--- config.mk ---
export PLATFORM = sky130hd
export DESIGN_NAME = axis_auto_calibration
export DESIGN_NICKNAME = d
export VERILOG_FILES = /design/src/rtl/core/acal_pkg.sv /design/src/rtl/core/acal_cfg.sv /design/src/rtl/core/acal_store.sv /design/src/rtl/core/acal_div.sv /design/src/rtl/core/axis_auto_calibration.sv
export SDC_FILE = /design/constraint.sdc
export NUM_CORES = 2
export LEC_CHECK = 0
export ABC_AREA = 1
export BUFFER_PORTS_ARGS = -buffer_cell sky130_fd_sc_hd__clkbuf_2
export CAP_MARGIN = 10
export CORE_ASPECT_RATIO = 2
export CORE_MARGIN = 10
export CORE_UTILIZATION = 35
export CTS_BUF_LIST = sky130_fd_sc_hd__clkbuf_4 sky130_fd_sc_hd__clkbuf_8 sky130_fd_sc_hd__clkbuf_16
export CTS_CLUSTER_SIZE = 28
export DETAILED_ROUTE_END_ITERATION = 8
export MAX_ROUTING_LAYER = met4
export SYNTH_ARGS = -nofsm -noshare
export SYNTH_HDL_FRONTEND = slang
export SYNTH_SLANG_ARGS = --single-unit
export TNS_END_PERCENT = 50
--- constraint.sdc ---
create_clock -name clk -period 8.08 [get_ports clk]
set_input_delay 0.404 -clock clk [delete_from_list [all_inputs] [get_ports clk]]
set_output_delay 0.404 -clock clk [all_outputs]
set_load 0.05 [all_outputs]
--- src/rtl/core/acal_pkg.sv ---
// Shared types and constants for the axis auto-calibration block.
// No dependencies; imported by every module under rtl/core.
package acal_pkg;

    localparam int AXIS_COUNT_DEF  = 8;
    localparam int SAMPLE_BITS_DEF = 16;
    localparam int APB_AW          = 4;

    localparam logic [14:0] REST_RESET   = 15'd4096;
    localparam logic [15:0] THRESH_RESET = 16'd3277;
    localparam logic [15:0] TRAVEL_RESET = 16'd16384;

    typedef enum logic [2:0] {
        OP_CLEAR   = 3'd0,
        OP_CAPTURE = 3'd1,
        OP_OBSERVE = 3'd2,
        OP_APPLY   = 3'd3,
        OP_LOAD    = 3'd4
    } op_t;

    typedef enum logic [1:0] {
        REG_MODE   = 2'd0,
        REG_REST   = 2'd1,
        REG_THRESH = 2'd2,
        REG_TRAVEL = 2'd3
    } reg_idx_t;

    typedef struct packed {
        logic        mode;
        logic [14:0] max_rest;
        logic [15:0] thresh;
        logic [15:0] min_travel;
    } cfg_t;

    typedef struct packed {
        logic clear;
        logic we_center;
        logic we_limits;
        logic we_conn;
        logic we_moved;
        logic moved;
    } st_wr_t;

endpackage

--- src/rtl/core/acal_cfg.sv ---
// APB register file for the calibration settings.
// Depends on acal_pkg for the register index codes and the cfg_t bundle.
module acal_cfg
    import acal_pkg::*;
(
    input  logic              clk,
    input  logic              rst_n,
    input  logic              psel,
    input  logic              penable,
    input  logic              pwrite,
    input  logic [APB_AW-1:0] paddr,
    input  logic [31:0]       pwdata,
    output logic [31:0]       prdata,
    output logic              pready,
    output cfg_t              cfg
);

    cfg_t     cfg_reg;
    reg_idx_t sel;

    assign sel    = reg_idx_t'(paddr[3:2]);
    assign pready = 1'b1;
    assign cfg    = cfg_reg;

    always_ff @(posedge clk or negedge rst_n)
    begin
        if (!rst_n)
        begin
            cfg_reg.mode       <= 1'b0;
            cfg_reg.max_rest   <= REST_RESET;
            cfg_reg.thresh     <= THRESH_RESET;
            cfg_reg.min_travel <= TRAVEL_RESET;
        end
        else if (psel && penable && pwrite)
        begin
            case (sel)
                REG_MODE:   cfg_reg.mode       <= pwdata[0];
                REG_REST:   cfg_reg.max_rest   <= pwdata[14:0];
                REG_THRESH: cfg_reg.thresh     <= pwdata[15:0];
                REG_TRAVEL: cfg_reg.min_travel <= pwdata[15:0];
                default:    ;
            endcase
        end
    end

    always_comb
    begin
        case (sel)
            REG_MODE:   prdata = 32'(cfg_reg.mode);
            REG_REST:   prdata = 32'(cfg_reg.max_rest);
            REG_THRESH: prdata = 32'(cfg_reg.thresh);
            REG_TRAVEL: prdata = 32'(cfg_reg.min_travel);
            default:    prdata = '0;
        endcase
    end

endmodule

--- src/rtl/core/acal_store.sv ---
// Per-axis calibration state: center, limits, connect reading, moved flag.
// Depends on acal_pkg for the st_wr_t write command.
module acal_store
    import acal_pkg::*;
#(
    parameter int AXIS_COUNT  = AXIS_COUNT_DEF,
    parameter int SAMPLE_BITS = SAMPLE_BITS_DEF
)
(
    input  logic                          clk,
    input  logic                          rst_n,
    input  logic [2:0]                    idx,
    input  st_wr_t                        wr,
    input  logic signed [SAMPLE_BITS-1:0] wr_center,
    input  logic signed [SAMPLE_BITS-1:0] wr_min,
    input  logic signed [SAMPLE_BITS-1:0] wr_max,
    input  logic signed [SAMPLE_BITS-1:0] wr_conn,
    output logic signed [SAMPLE_BITS-1:0] rd_center,
    output logic signed [SAMPLE_BITS-1:0] rd_min,
    output logic signed [SAMPLE_BITS-1:0] rd_max,
    output logic signed [SAMPLE_BITS-1:0] rd_conn,
    output logic                          rd_moved
);

    localparam int AW = (AXIS_COUNT > 1) ? $clog2(AXIS_COUNT) : 1;

    logic signed [SAMPLE_BITS-1:0] center_reg [AXIS_COUNT];
    logic signed [SAMPLE_BITS-1:0] min_reg    [AXIS_COUNT];
    logic signed [SAMPLE_BITS-1:0] max_reg    [AXIS_COUNT];
    logic signed [SAMPLE_BITS-1:0] conn_reg   [AXIS_COUNT];
    logic [AXIS_COUNT-1:0]         moved_reg;

    logic          in_range;
    logic [AW-1:0] ai;

    assign in_range = (32'(idx) < 32'(AXIS_COUNT));
    assign ai       = AW'(idx);

    always_ff @(posedge clk or negedge rst_n)
    begin
        if (!rst_n)
        begin
            for (int i = 0; i < AXIS_COUNT; i++)
            begin
                center_reg[i] <= '0;
                min_reg[i]    <= '0;
                max_reg[i]    <= '0;
                conn_reg[i]   <= '0;
            end
            moved_reg <= '0;
        end
        else if (wr.clear)
        begin
            for (int i = 0; i < AXIS_COUNT; i++)
            begin
                center_reg[i] <= '0;
                min_reg[i]    <= '0;
                max_reg[i]    <= '0;
                conn_reg[i]   <= '0;
            end
            moved_reg <= '0;
        end
        else if (in_range)
        begin
            if (wr.we_center)
                center_reg[ai] <= wr_center;
            if (wr.we_limits)
            begin
                min_reg[ai] <= wr_min;
                max_reg[ai] <= wr_max;
            end
            if (wr.we_conn)
                conn_reg[ai] <= wr_conn;
            if (wr.we_moved)
                moved_reg[ai] <= wr.moved;
        end
    end

    // Out-of-range axes read as zero; the sequencer ignores them anyway.
    assign rd_center = in_range ? center_reg[ai] : '0;
    assign rd_min    = in_range ? min_reg[ai]    : '0;
    assign rd_max    = in_range ? max_reg[ai]    : '0;
    assign rd_conn   = in_range ? conn_reg[ai]   : '0;
    assign rd_moved  = in_range ? moved_reg[ai]  : 1'b0;

endmodule

--- src/rtl/core/acal_div.sv ---
// Bit-serial restoring divider, one quotient bit per clock.
// Expects dividend < divisor; yields dividend * 2^(SAMPLE_BITS-1) / divisor.
module acal_div
    import acal_pkg::*;
#(
    parameter int SAMPLE_BITS = SAMPLE_BITS_DEF,
    parameter int TW          = SAMPLE_BITS + 2
)
(
    input  logic                   clk,
    input  logic                   rst_n,
    input  logic                   start,
    input  logic [TW-1:0]          dividend,
    input  logic [TW-1:0]          divisor,
    output logic                   busy,
    output logic                   done,
    output logic [SAMPLE_BITS-2:0] quotient
);

    localparam int CW = $clog2(SAMPLE_BITS);

    logic [TW-1:0]          rem_reg;
    logic [TW-1:0]          dvs_reg;
    logic [SAMPLE_BITS-2:0] quo_reg;
    logic [CW-1:0]          cnt_reg;
    logic                   busy_reg;
    logic                   done_reg;

    logic [TW-1:0] shifted;
    logic          ge;

    assign shifted = {rem_reg[TW-2:0], 1'b0};
    assign ge      = (shifted >= dvs_reg);

    always_ff @(posedge clk or negedge rst_n)
    begin
        if (!rst_n)
        begin
            rem_reg  <= '0;
            dvs_reg  <= '0;
            quo_reg  <= '0;
            cnt_reg  <= '0;
            busy_reg <= 1'b0;
            done_reg <= 1'b0;
        end
        else if (start)
        begin
            rem_reg  <= dividend;
            dvs_reg  <= divisor;
            cnt_reg  <= CW'(SAMPLE_BITS - 1);
            busy_reg <= 1'b1;
            done_reg <= 1'b0;
        end
        else if (busy_reg)
        begin
            rem_reg <= ge ? (shifted - dvs_reg) : shifted;
            quo_reg <= {quo_reg[SAMPLE_BITS-3:0], ge};
            cnt_reg <= cnt_reg - CW'(1);
            if (cnt_reg == CW'(1))
            begin
                busy_reg <= 1'b0;
                done_reg <= 1'b1;
            end
        end
        else
        begin
            done_reg <= 1'b0;
        end
    end

    assign busy     = busy_reg;
    assign done     = done_reg;
    assign quotient = quo_reg;

endmodule

--- src/rtl/core/axis_auto_calibration.sv ---
// Analog stick axis auto-calibration: top level, sequencer and output stage.
// Depends on acal_pkg, acal_cfg, acal_store and acal_div.
//
// Usage: each input transfer on s_axis carries one command (tuser = opcode:
// clear, capture, observe, apply, load) for one axis. Apply and load return
// one result transfer on m_axis; clear, capture, observe and unused opcodes
// return nothing. Settings are written over the APB port; write them only while
// the block is idle, which the block itself does not enforce.
// Timing: one command at a time. Clear, capture and observe only execute; load
// executes and pushes; apply executes, travels, checks, divides and pushes,
// the bit-serial divider resolving one quotient bit per cycle. An apply that
// saturates or gives zero skips divide; one for an axis out of range pushes
// at once. A result appears on m_axis the cycle after the sequencer finishes.
// Stall: results sit in an output register; the next command is accepted
// while a result still waits there, and the sequencer stalls only when a
// second result is ready before the first has been taken.
// Reset: all axis state and the output register clear; the settings return
// to their defaults (automatic mode, rest offset 4096, threshold 3277,
// minimum travel 16384).
module axis_auto_calibration
    import acal_pkg::*;
#(
    parameter int AXIS_COUNT  = AXIS_COUNT_DEF,
    parameter int SAMPLE_BITS = SAMPLE_BITS_DEF,
    parameter int IN_W        = ((3 + 3 * SAMPLE_BITS + 7) / 8) * 8,
    parameter int OUT_W       = ((SAMPLE_BITS + 4 + 7) / 8) * 8
)
(
    input  logic              clk,
    input  logic              rst_n,
    input  logic              psel,
    input  logic              penable,
    input  logic              pwrite,
    input  logic [APB_AW-1:0] paddr,
    input  logic [31:0]       pwdata,
    output logic [31:0]       prdata,
    output logic              pready,
    input  logic              s_axis_tvalid,
    output logic              s_axis_tready,
    // axis_index, reading, limit_low, limit_high (low bits first)
    input  logic [IN_W-1:0]   s_axis_tdata,
    // opcode
    input  logic [2:0]        s_axis_tuser,
    output logic              m_axis_tvalid,
    input  logic              m_axis_tready,
    // calibrated_value, axis_out, load_accepted (low bits first)
    output logic [OUT_W-1:0]  m_axis_tdata,
    // is_load_result
    output logic              m_axis_tuser
);

    localparam int SB = SAMPLE_BITS;
    localparam int TW = ((SB > 16) ? SB : 16) + 2;
    localparam logic signed [TW-1:0] ONE_T   = TW'(64'd1 << (SB - 1));
    localparam logic signed [SB-1:0] POS_SAT = {1'b0, {(SB - 1){1'b1}}};
    localparam logic signed [SB-1:0] NEG_SAT = {1'b1, {(SB - 1){1'b0}}};

    typedef enum logic [2:0] {
        S_IDLE,
        S_EXEC,
        S_TRAV,
        S_CHK,
        S_DIV,
        S_PUSH
    } state_t;

    cfg_t cfg;

    state_t state_reg, state_next;
    logic [2:0]              op_reg, op_next;
    logic [2:0]              idx_reg, idx_next;
    logic signed [SB-1:0]    v_reg, v_next;
    logic signed [SB-1:0]    lo_reg, lo_next;
    logic signed [SB-1:0]    hi_reg, hi_next;
    logic                    neg_reg, neg_next;
    logic signed [TW-1:0]    obs_reg, obs_next;
    logic signed [TW-1:0]    avail_reg, avail_next;
    logic signed [TW-1:0]    mag_reg, mag_next;
    logic                    moved_reg, moved_next;
    logic signed [TW-1:0]    trav_reg, trav_next;
    logic                    zero_reg, zero_next;
    logic signed [SB-1:0]    res_val_reg, res_val_next;
    logic                    res_load_reg, res_load_next;
    logic                    res_acc_reg, res_acc_next;
    logic                    m_valid_reg, m_valid_next;
    logic signed [SB-1:0]    m_val_reg, m_val_next;
    logic [2:0]              m_idx_reg, m_idx_next;
    logic                    m_load_reg, m_load_next;
    logic                    m_acc_reg, m_acc_next;

    st_wr_t               wr;
    logic signed [SB-1:0] wr_center, wr_min, wr_max, wr_conn;
    logic signed [SB-1:0] rd_center, rd_min, rd_max, rd_conn;
    logic                 rd_moved;

    logic                 div_start, div_busy, div_done;
    logic [SB-2:0]        quotient;

    logic                 ok;
    logic signed [TW-1:0] v_ext, c_ext, mn_ext, mx_ext, cn_ext;
    logic signed [TW-1:0] mag_v, d_conn, mag_conn, d_center, mag_center;
    logic signed [TW-1:0] rest_ext, thr_ext, mt_ext, floor_t;
    logic                 neg_w;
    logic signed [SB-1:0] widen_min, widen_max;
    logic signed [SB-1:0] q_ext;

    acal_cfg u_cfg (
        .clk     (clk),
        .rst_n   (rst_n),
        .psel    (psel),
        .penable (penable),
        .pwrite  (pwrite),
        .paddr   (paddr),
        .pwdata  (pwdata),
        .prdata  (prdata),
        .pready  (pready),
        .cfg     (cfg)
    );

    acal_store #(
        .AXIS_COUNT  (AXIS_COUNT),
        .SAMPLE_BITS (SAMPLE_BITS)
    ) u_store (
        .clk       (clk),
        .rst_n     (rst_n),
        .idx       (idx_reg),
        .wr        (wr),
        .wr_center (wr_center),
        .wr_min    (wr_min),
        .wr_max    (wr_max),
        .wr_conn   (wr_conn),
        .rd_center (rd_center),
        .rd_min    (rd_min),
        .rd_max    (rd_max),
        .rd_conn   (rd_conn),
        .rd_moved  (rd_moved)
    );

    acal_div #(
        .SAMPLE_BITS (SAMPLE_BITS),
        .TW          (TW)
    ) u_div (
        .clk      (clk),
        .rst_n    (rst_n),
        .start    (div_start),
        .dividend ($unsigned(mag_reg)),
        .divisor  ($unsigned(trav_reg)),
        .busy     (div_busy),
        .done     (div_done),
        .quotient (quotient)
    );

    // Sequencer terms; samples sign-extend to TW bits, settings zero-extend.
    assign ok         = (32'(idx_reg) < 32'(AXIS_COUNT));
    assign v_ext      = TW'(v_reg);
    assign c_ext      = TW'(rd_center);
    assign mn_ext     = TW'(rd_min);
    assign mx_ext     = TW'(rd_max);
    assign cn_ext     = TW'(rd_conn);
    assign rest_ext   = TW'(cfg.max_rest);
    assign thr_ext    = TW'(cfg.thresh);
    assign mt_ext     = TW'(cfg.min_travel);
    assign mag_v      = (v_ext < 0) ? -v_ext : v_ext;
    assign d_conn     = v_ext - cn_ext;
    assign mag_conn   = (d_conn < 0) ? -d_conn : d_conn;
    assign d_center   = v_ext - c_ext;
    assign mag_center = (d_center < 0) ? -d_center : d_center;
    assign neg_w      = (v_reg < rd_center);
    assign widen_min  = (v_reg < rd_min) ? v_reg : rd_min;
    assign widen_max  = (v_reg > rd_max) ? v_reg : rd_max;
    assign floor_t    = (mt_ext < avail_reg) ? mt_ext : avail_reg;
    assign q_ext      = SB'(quotient);

    always_comb
    begin
        state_next    = state_reg;
        op_next       = op_reg;
        idx_next      = idx_reg;
        v_next        = v_reg;
        lo_next       = lo_reg;
        hi_next       = hi_reg;
        neg_next      = neg_reg;
        obs_next      = obs_reg;
        avail_next    = avail_reg;
        mag_next      = mag_reg;
        moved_next    = moved_reg;
        trav_next     = trav_reg;
        zero_next     = zero_reg;
        res_val_next  = res_val_reg;
        res_load_next = res_load_reg;
        res_acc_next  = res_acc_reg;
        m_valid_next  = m_valid_reg;
        m_val_next    = m_val_reg;
        m_idx_next    = m_idx_reg;
        m_load_next   = m_load_reg;
        m_acc_next    = m_acc_reg;
        wr            = '0;
        wr_center     = v_reg;
        wr_min        = widen_min;
        wr_max        = widen_max;
        wr_conn       = v_reg;
        div_start     = 1'b0;

        // Drop the held result once the receiver takes it.
        if (m_valid_reg && m_axis_tready)
            m_valid_next = 1'b0;

        case (state_reg)
            S_IDLE:
            begin
                if (s_axis_tvalid)
                begin
                    op_next    = s_axis_tuser;
                    idx_next   = s_axis_tdata[2:0];
                    v_next     = s_axis_tdata[3 +: SB];
                    lo_next    = s_axis_tdata[3 + SB +: SB];
                    hi_next    = s_axis_tdata[3 + 2 * SB +: SB];
                    state_next = S_EXEC;
                end
            end
            S_EXEC:
            begin
                state_next    = S_IDLE;
                res_val_next  = '0;
                res_load_next = 1'b0;
                res_acc_next  = 1'b0;
                case (op_reg)
                    OP_CLEAR:
                        wr.clear = 1'b1;
                    OP_CAPTURE:
                    begin
                        if (ok && !cfg.mode)
                        begin
                            wr.we_center = 1'b1;
                            wr.we_limits = 1'b1;
                            wr.we_conn   = 1'b1;
                            wr.we_moved  = 1'b1;
                            wr.moved     = 1'b0;
                            wr_center    = (mag_v <= rest_ext) ? v_reg : '0;
                            // Seed both limits unless a valid span exists.
                            if (!(rd_min < rd_max))
                            begin
                                wr_min = v_reg;
                                wr_max = v_reg;
                            end
                        end
                    end
                    OP_OBSERVE:
                    begin
                        if (ok && !cfg.mode)
                        begin
                            wr.we_limits = 1'b1;
                            wr.we_moved  = 1'b1;
                            wr.moved     = rd_moved || (mag_conn > thr_ext);
                        end
                    end
                    OP_APPLY:
                    begin
                        if (!ok)
                        begin
                            state_next = S_PUSH;
                        end
                        else
                        begin
                            neg_next   = neg_w;
                            obs_next   = neg_w ? (c_ext - mn_ext) : (mx_ext - c_ext);
                            avail_next = neg_w ? (c_ext + ONE_T) : (ONE_T - c_ext);
                            mag_next   = mag_center;
                            moved_next = rd_moved;
                            state_next = S_TRAV;
                        end
                    end
                    OP_LOAD:
                    begin
                        res_load_next = 1'b1;
                        res_acc_next  = ok && (lo_reg < v_reg) && (v_reg < hi_reg);
                        if (ok && (lo_reg < v_reg) && (v_reg < hi_reg))
                        begin
                            wr.we_center = 1'b1;
                            wr.we_limits = 1'b1;
                            wr_min       = lo_reg;
                            wr_max       = hi_reg;
                        end
                        state_next = S_PUSH;
                    end
                    default:
                        ;
                endcase
            end
            S_TRAV:
            begin
                if (cfg.mode)
                    trav_next = obs_reg;
                else
                    trav_next = (floor_t > obs_reg) ? floor_t : obs_reg;
                zero_next  = !cfg.mode && !moved_reg;
                state_next = S_CHK;
            end
            S_CHK:
            begin
                if (zero_reg || (trav_reg <= 0))
                begin
                    res_val_next = '0;
                    state_next   = S_PUSH;
                end
                else if (mag_reg >= trav_reg)
                begin
                    // Quotient reaches one or more: saturate.
                    res_val_next = neg_reg ? NEG_SAT : POS_SAT;
                    state_next   = S_PUSH;
                end
                else
                begin
                    div_start  = 1'b1;
                    state_next = S_DIV;
                end
            end
            S_DIV:
            begin
                if (div_done)
                begin
                    res_val_next = neg_reg ? -q_ext : q_ext;
                    state_next   = S_PUSH;
                end
            end
            S_PUSH:
            begin
                if (!m_valid_reg || m_axis_tready)
                begin
                    m_valid_next = 1'b1;
                    m_val_next   = res_val_reg;
                    m_idx_next   = idx_reg;
                    m_load_next  = res_load_reg;
                    m_acc_next   = res_acc_reg;
                    state_next   = S_IDLE;
                end
            end
            default:
                state_next = S_IDLE;
        endcase
    end

    always_ff @(posedge clk or negedge rst_n)
    begin
        if (!rst_n)
        begin
            state_reg    <= S_IDLE;
            op_reg       <= '0;
            idx_reg      <= '0;
            v_reg        <= '0;
            lo_reg       <= '0;
            hi_reg       <= '0;
            neg_reg      <= 1'b0;
            obs_reg      <= '0;
            avail_reg    <= '0;
            mag_reg      <= '0;
            moved_reg    <= 1'b0;
            trav_reg     <= '0;
            zero_reg     <= 1'b0;
            res_val_reg  <= '0;
            res_load_reg <= 1'b0;
            res_acc_reg  <= 1'b0;
            m_valid_reg  <= 1'b0;
            m_val_reg    <= '0;
            m_idx_reg    <= '0;
            m_load_reg   <= 1'b0;
            m_acc_reg    <= 1'b0;
        end
        else
        begin
            state_reg    <= state_next;
            op_reg       <= op_next;
            idx_reg      <= idx_next;
            v_reg        <= v_next;
            lo_reg       <= lo_next;
            hi_reg       <= hi_next;
            neg_reg      <= neg_next;
            obs_reg      <= obs_next;
            avail_reg    <= avail_next;
            mag_reg      <= mag_next;
            moved_reg    <= moved_next;
            trav_reg     <= trav_next;
            zero_reg     <= zero_next;
            res_val_reg  <= res_val_next;
            res_load_reg <= res_load_next;
            res_acc_reg  <= res_acc_next;
            m_valid_reg  <= m_valid_next;
            m_val_reg    <= m_val_next;
            m_idx_reg    <= m_idx_next;
            m_load_reg   <= m_load_next;
            m_acc_reg    <= m_acc_next;
        end
    end

    assign s_axis_tready = (state_reg == S_IDLE);
    assign m_axis_tvalid = m_valid_reg;
    assign m_axis_tdata  = OUT_W'({m_acc_reg, m_idx_reg, m_val_reg});
    assign m_axis_tuser  = m_load_reg;

`ifndef SYNTHESIS
    a_div_in_div_state: assert property (@(posedge clk) disable iff (!rst_n)
        div_busy |-> (state_reg == S_DIV))
        else $error("divider running outside the divide step");

    a_one_item_at_a_time: assert property (@(posedge clk) disable iff (!rst_n)
        (s_axis_tvalid && s_axis_tready) |=> !s_axis_tready)
        else $error("second transfer taken while a command is in progress");

    a_load_value_zero: assert property (@(posedge clk) disable iff (!rst_n)
        (m_valid_reg && m_load_reg) |-> (m_val_reg == '0))
        else $error("load result carries a nonzero value");

    a_apply_not_accepted: assert property (@(posedge clk) disable iff (!rst_n)
        (m_valid_reg && !m_load_reg) |-> !m_acc_reg)
        else $error("apply result flagged as accepted load");
`endif

endmodule
# Word-level counts from Yosys, hierarchy flattened

Index checks and enable logic that the tools add are counted.

Register bits after elaboration: 796
Output and inout port bits: 60

Magnitude comparators: 20
Bitwise logic cells: 2
Eq/ne operators: 18
Multiplexer cells: 100
Reduce and logical (&&, ||, !) cells: 32
Add/sub/neg operators: 12

Operators with widths:

| kind                                                                               | count |
|---|---|
| 128-bit 2-to-1 mux                                                                 | 8 |
| 128-bit bitwise mux                                                                | 4 |
| 16-bit 2-to-1 mux                                                                  | 28 |
| 16-bit binary-select mux with 3-bit select                                         | 4 |
| 18-bit 2-to-1 mux                                                                  | 8 |
| 32-bit one-hot mux with 4 select lines                                             | 1 |
| 16-bit < comparator                                                                | 5 |
| 16-bit by 16-bit subtractor with 17-bit output                                     | 4 |
| 16-bit one-hot mux with 2 select lines                                             | 2 |
| 17-bit 2-to-1 mux                                                                  | 3 |
| 16-bit demux with 3-bit select                                                     | 1 |
| 16-bit one-hot mux with 3 select lines                                             | 1 |
| 18-bit greater-or-equal comparator                                                 | 2 |
| 17-bit negation with 18-bit output                                                 | 2 |
| 17-bit by 1-bit < comparator with 1-bit output (second input constant)             | 2 |
| 1-bit 2-to-1 mux                                                                   | 21 |
| 16-bit by 17-bit adder with 18-bit output (second input constant)                  | 1 |
| 18-bit by 17-bit > comparator with 1-bit output                                    | 1 |
| 18-bit > comparator                                                                | 1 |
| 18-bit by 1-bit less-or-equal comparator with 1-bit output (second input constant) | 1 |
| 18-bit by 16-bit less-or-equal comparator with 1-bit output                        | 1 |
| 17-bit by 18-bit < comparator with 1-bit output                                    | 1 |
| 16-bit negation with 18-bit output                                                 | 1 |
| 3-bit one-hot mux with 6 select lines                                              | 1 |
| 43 further kinds                                                                   | 80 |

# Depth between registers and ports, before layout

Word-level depth: 15
Depth in mapped cells: 37

# Hierarchy

Synthesis repeated with hierarchy kept, for this count alone.

Cell total of the unflattened synthesis: 7,296
Area total of the unflattened synthesis: 49,930.4 µm²

Modules (own cells, without submodules):

| module                | area each (µm²) | sequential area each (µm²) | instances | cells each |
|---|---|---|---|---|
| acal_store            | 25,698.4        | 13,012.5                   | 1         | 3,783 |
| axis_auto_calibration | 18,147.4        | 4,254.1                    | 1         | 2,723 |
| acal_div              | 3,671.0         | 1,401.3                    | 1         | 486 |
| acal_cfg              | 2,413.6         | 1,212.4                    | 1         | 304 |

# Worst setup path before layout

No wires, ideal clock.

Path type: register to register
From: register idx_reg[1]
To: register u_store.moved_reg[0]
Arrival: 5.162 ns
Clock period less this slack: 5.283 ns
Slack: 2.797 ns
Cell stages (with the launch flop): 37
Data required time: 7.960 ns
Setup time: 0.120 ns
Cell sequence: dfrtp_1 inv_2 nor2_1 nand2_1 inv_2 buf_2 buf_1 buf_1 a22oi_1 nand4_1 ha_1 inv_1 fa_1 nand3_1 nand2_1 a31oi_1 o21ai_1 nand2_1 nor2_1 nand2_1 nand2_1 xor2_1 inv_2 o21ai_0 xor2_1 inv_1 ha_1 a21oi_1 nor2_1 nor2_1 nand4_1 a21oi_1 o21ai_0 a21oi_1 nand2_1 nand3_1 nand2_1

Cells in the longest elaborated chain, start to end: 15
Elaborated cells on any way between the ends: 23
Classes of those cells: 2 x add/sub; 4 x order compare; 14 x mux; 1 x bitwise; 2 x reduce/logical

Ends and longest elaborated chain:

| item                                                                                                        | RTL line                     | text |
|---|---|---|
| start: declaration                                                                                          | axis_auto_calibration.sv:71  | `logic [2:0] idx_reg, idx_next;` |
| start signal: assignment                                                                                    | axis_auto_calibration.sv:373 | `idx_reg <= idx_next;` |
| 3-bit NOT with 4-bit output (not written as such)                                                           | acal_store.sv:83             | `assign rd_conn = in_range ? conn_reg[ai] : '0;` |
| 16-bit binary-select mux with 3-bit select                                                                  | acal_store.sv:83             |  |
| 16-bit 2-to-1 mux (not written as such) (2 in a row)                                                        | acal_store.sv:83             |  |
| 16-bit by 16-bit subtractor with 17-bit output                                                              | axis_auto_calibration.sv:164 | `assign d_conn = v_ext - cn_ext;` |
| 17-bit negation with 18-bit output / 17-bit by 1-bit < comparator with 1-bit output (equally long branches) | axis_auto_calibration.sv:165 | `assign mag_conn = (d_conn < 0) ? -d_conn : d_conn;` |
| 18-bit 2-to-1 mux                                                                                           | axis_auto_calibration.sv:165 |  |
| 18-bit by 17-bit > comparator with 1-bit output                                                             | axis_auto_calibration.sv:254 | `wr.moved = rd_moved \|\| (mag_conn > thr_ext);` |
| 1-bit logical OR                                                                                            | axis_auto_calibration.sv:254 |  |
| 2-bit 2-to-1 mux                                                                                            | axis_auto_calibration.sv:250 | `if (ok && !cfg.mode)` |
| 2-bit one-hot mux with 2 select lines                                                                       | axis_auto_calibration.sv:227 | `case (op_reg)` |
| 6-bit 2-to-1 mux                                                                                            | axis_auto_calibration.sv:208 | `case (state_reg)` |
| 8-bit bitwise mux (*)                                                                                       | acal_store.sv:75             | `moved_reg[ai] <= wr.moved;` |
| 8-bit 2-to-1 mux (*)                                                                                        | acal_store.sv:74             | `if (wr.we_moved)` |
| 8-bit 2-to-1 mux (*)                                                                                        | acal_store.sv:52             | `else if (wr.clear)` |
| end signal: indexed assignment                                                                              | acal_store.sv:75             |  |
| end: declaration                                                                                            | acal_store.sv:31             | `logic [AXIS_COUNT-1:0] moved_reg;` |

Every way passes the cells marked *; elsewhere a longest branch is shown, timed or not. The select of a mux whose other input is x is not followed.
A chain may end at the register's enable or synchronous reset.

# Worst setup path in the final report

From: register idx_reg[0]
To: register u_store.moved_reg[3]

The elaborated chain is that of the path after synthesis.

==> flow_summary.toml <==
[die]
pin_count = 162
initial_core_util = 0.352
die_area_um2 = 146000
dieWidth_um = 276
coreArea_um2 = 130000
die_h_um = 531
fp-row-count = 187

[clock_network]
post_cts_buffers = 0
cts_resized = 0
clk_latency_ps = 700
cts-root-buf = "clkbuf_16"
cts_buffers = 76
htree_levels = 3
cts.sinks = 794
cts_tree = "yes"
cts_buffer_depth = 3
clk_pin_slew_worst_paths_ps = 70

[finish]
post-route-cell-area_um2 = 51100
area_growth_pct = 11.7
drive_above_1_share = 0.0786
mostFrequentLayoutCells = "nand2_1 (1958), dfrtp_1 (785), inv_1 (577)"
nets = 6356
final_common_cell = "nand2_1"
n_fill_cell = 13400

[worst_setup_path]
ff2ff_path_depth = 28
path_max_fanout = 21
timing.rr.end = "u_store.moved_reg[3]"
crit_arrival_ps = 6970
cp-start-kind = "flop"
reg2reg_slack_ps = 1680
critPathMostFrequentCell = "nand2_1"
cp_data_required_time_ps = 8660
slowest_delay_ps = 680
worstSetupPathType = "flop to flop"
rr_startpoint = "idx_reg[0]"
cpMaxStageDelayCell = "dfrtp_1"
critPathCaptureType = "flop"

[yosys]
synthArstFlopShare = 1.00
synth_edf_count = 0
synthCells = 5933
syn_avg_cell_area_um2 = 7.71
synth_top_flop_cell = "dfrtp_1"
yosysWarnings = 0
synth_cell_types = 61
seq_area_frac_synth = 0.434
synth-seq-cells = 794
synth_area_um2 = 45800

[sta]
hold_ws_ps = 23.2
final_max_slew_viol_count = 0
report.final.hold_viol_count = 0
fin_crit_sh = 0.792
fmax_mhz = 156
fin_crit_ps = 6400
worst_pin_slew_ps = 1380
finalSetupViolations = 0
rsz0062_at_grt = "no"
max_slew_margin = 0.0733
fin_ws_ps = 1680
finalSetupTns_ps = 0
worst_clock_skew_ps = 28.4

[drt]
avgRoutedWirePerCell_um = 23.2
ant_nets = 0
drt_iter0_drc = 3791
vias = 42600
via_per_inst = 5.49
routed_wirelength_mm = 180
drt-pass1-iter-count = 8
drc = 0

[grt]
grt_overflow_total = 0
antenna_found_initial = 2
grt_util_met1 = 0.253
use_met3 = 0.0340
grt_pass1_wl_mm = 268
top_usage_layer = "met2"
grt_use_met2 = 0.424
grt_use_total = 0.249
grt_max_degree = 185
grt_pass1_vias = 42700

[placed_design]
placed_area_um2 = 48100
hpwl_mm = 129
dp_slack_ps = 1750
port_buffers = 117
place.gp.congestion = 0.967

[pwr]
vdd.ir_drop.worst_uv = 306
p_leak_nw = 25.6
p_per_area_nw_per_um2 = 448

[status]
status = "complete, no violations"

[worst_hold_path]
hold_class = "primary input to flop"
hp-start = "s_axis_tdata[7]"
whs_path_depth = 3
hold_path_end = "v_reg[4]"

[job]
cap_violations = 0
-- layer usage --
layer  vias up  part of all wire
li1      19600                 -
met1     20500              0.35
met2      1874              0.50
met3       649             0.064
met4         0             0.093
met5         -                 0
-- worst max-delay path: cells and delay by family (launching register included) --
kind / cells / cell delay (ps)
flip-flops: 1 / 680
buffers and inverters: 5 / 960
AO/OA/AOI/OAI: 6 / 1480
adder cells (fa/ha/maj): 2 / 560
AND/OR/NAND/NOR: 14 / 2370
XOR/XNOR: 1 / 200
-- synth_stat cells (all sizes together), types with 2 or more instances --
| cell type | count | area, µm² |
|---|---|---|
| nand3b | 10 | 75.1 |
| nand4 | 117 | 732 |
| a221oi | 74 | 654 |
| o21bai | 6 | 45.0 |
| fa | 5 | 100 |
| o211ai | 25 | 188 |
| nor3 | 53 | 285 |
| nor2 | 346 | 1390 |
| o21a | 9 | 67.6 |
| ha | 245 | 3070 |
| or2 | 9 | 56.3 |
| conb | 2 | 7.51 |
| o211a | 2 | 20.0 |
| clkbuf | 163 | 612 |
| a21o | 7 | 52.6 |
| xor2 | 80 | 708 |
| o31ai | 51 | 383 |
| dfstp | 9 | 236 |
| dfrtp | 785 | 19600 |
| a22oi | 38 | 285 |
| xnor2 | 23 | 209 |
| nor4 | 11 | 75.1 |
| mux2 | 15 | 169 |
| a211oi | 10 | 75.1 |
| o221ai | 16 | 140 |
| nand3 | 226 | 1150 |
| o22ai | 49 | 307 |
| a21boi | 7 | 52.6 |
| o21ai | 506 | 2550 |
| buf | 141 | 791 |
| a21oi | 220 | 1110 |
| clkinv | 8 | 30.0 |
| a22o | 65 | 569 |
| a31oi | 10 | 62.6 |
| o2111ai | 6 | 52.6 |
| inv | 595 | 2230 |
| nand2 | 1985 | 7540 |
-- stage by stage --
stage | utilization | std cells | power (W)
2_1_floorplan | - | 5952 | 0.0145
3_3_place_gp | 0.370 | 7575 | 0.0188
3_5_place_dp | 0.370 | 7576 | 0.0190
4_1_cts | 0.394 | 7755 | 0.0228
5_1_grt | 0.394 | 7756 | 0.0245
6_report | 0.394 | 7756 | 0.0229
-- worst max-delay path by stage --
stage	startpoint	endpoint	slack, ps	cells after the start
floorplan	idx_reg[1]	u_store.moved_reg[0]	2800	36
global placement	idx_reg[0]	u_store.moved_reg[2]	1730	28
detailed placement	idx_reg[0]	u_store.moved_reg[3]	1750	28
CTS	idx_reg[0]	u_store.moved_reg[3]	1730	28
global route	idx_reg[0]	u_store.moved_reg[5]	1140	28
finish	idx_reg[0]	u_store.moved_reg[3]	1680	28
-- power breakdown --
group | switching [W] | internal, W
registers | 0.000761 | 0.00505
logic | 0.00942 | 0.00393
clock network | 0.00165 | 0.00206
-- logic make-up after synthesis --
| group | after synthesis | synth area share |
|---|---|---|
| flops | 794 | 0.434 |
| xor+xnor | 103 | 0.0200 |
| buf+inv | 907 | 0.0801 |
| compound gates | 1102 | 0.145 |
| other cells | 2 | 0.000164 |
| fa+ha+maj | 250 | 0.0692 |
| simple gates | 2760 | 0.248 |
| mux | 15 | 0.00369 |
-- cell type report --
type                    instances  area [µm²]  area share
clock inverters                21         234     0.00458
diodes                          1        2.50   0.0000490
clock buffers                 107        2260      0.0443
repair buffers                278        1960      0.0384
well taps                    1701        2130      0.0416
inverters                     603        2260      0.0443
flip-flops and latches        794       19900       0.389
multi-input cells            4251       22400       0.438
-- timing repair --
action                                  in CTS  in global routing
hold buffers                                51                  0
endpoints found under the hold margin      174                  0
endpoints found under the setup margin       0                  0
Note: power is estimated with default switching activity, not from simulation.
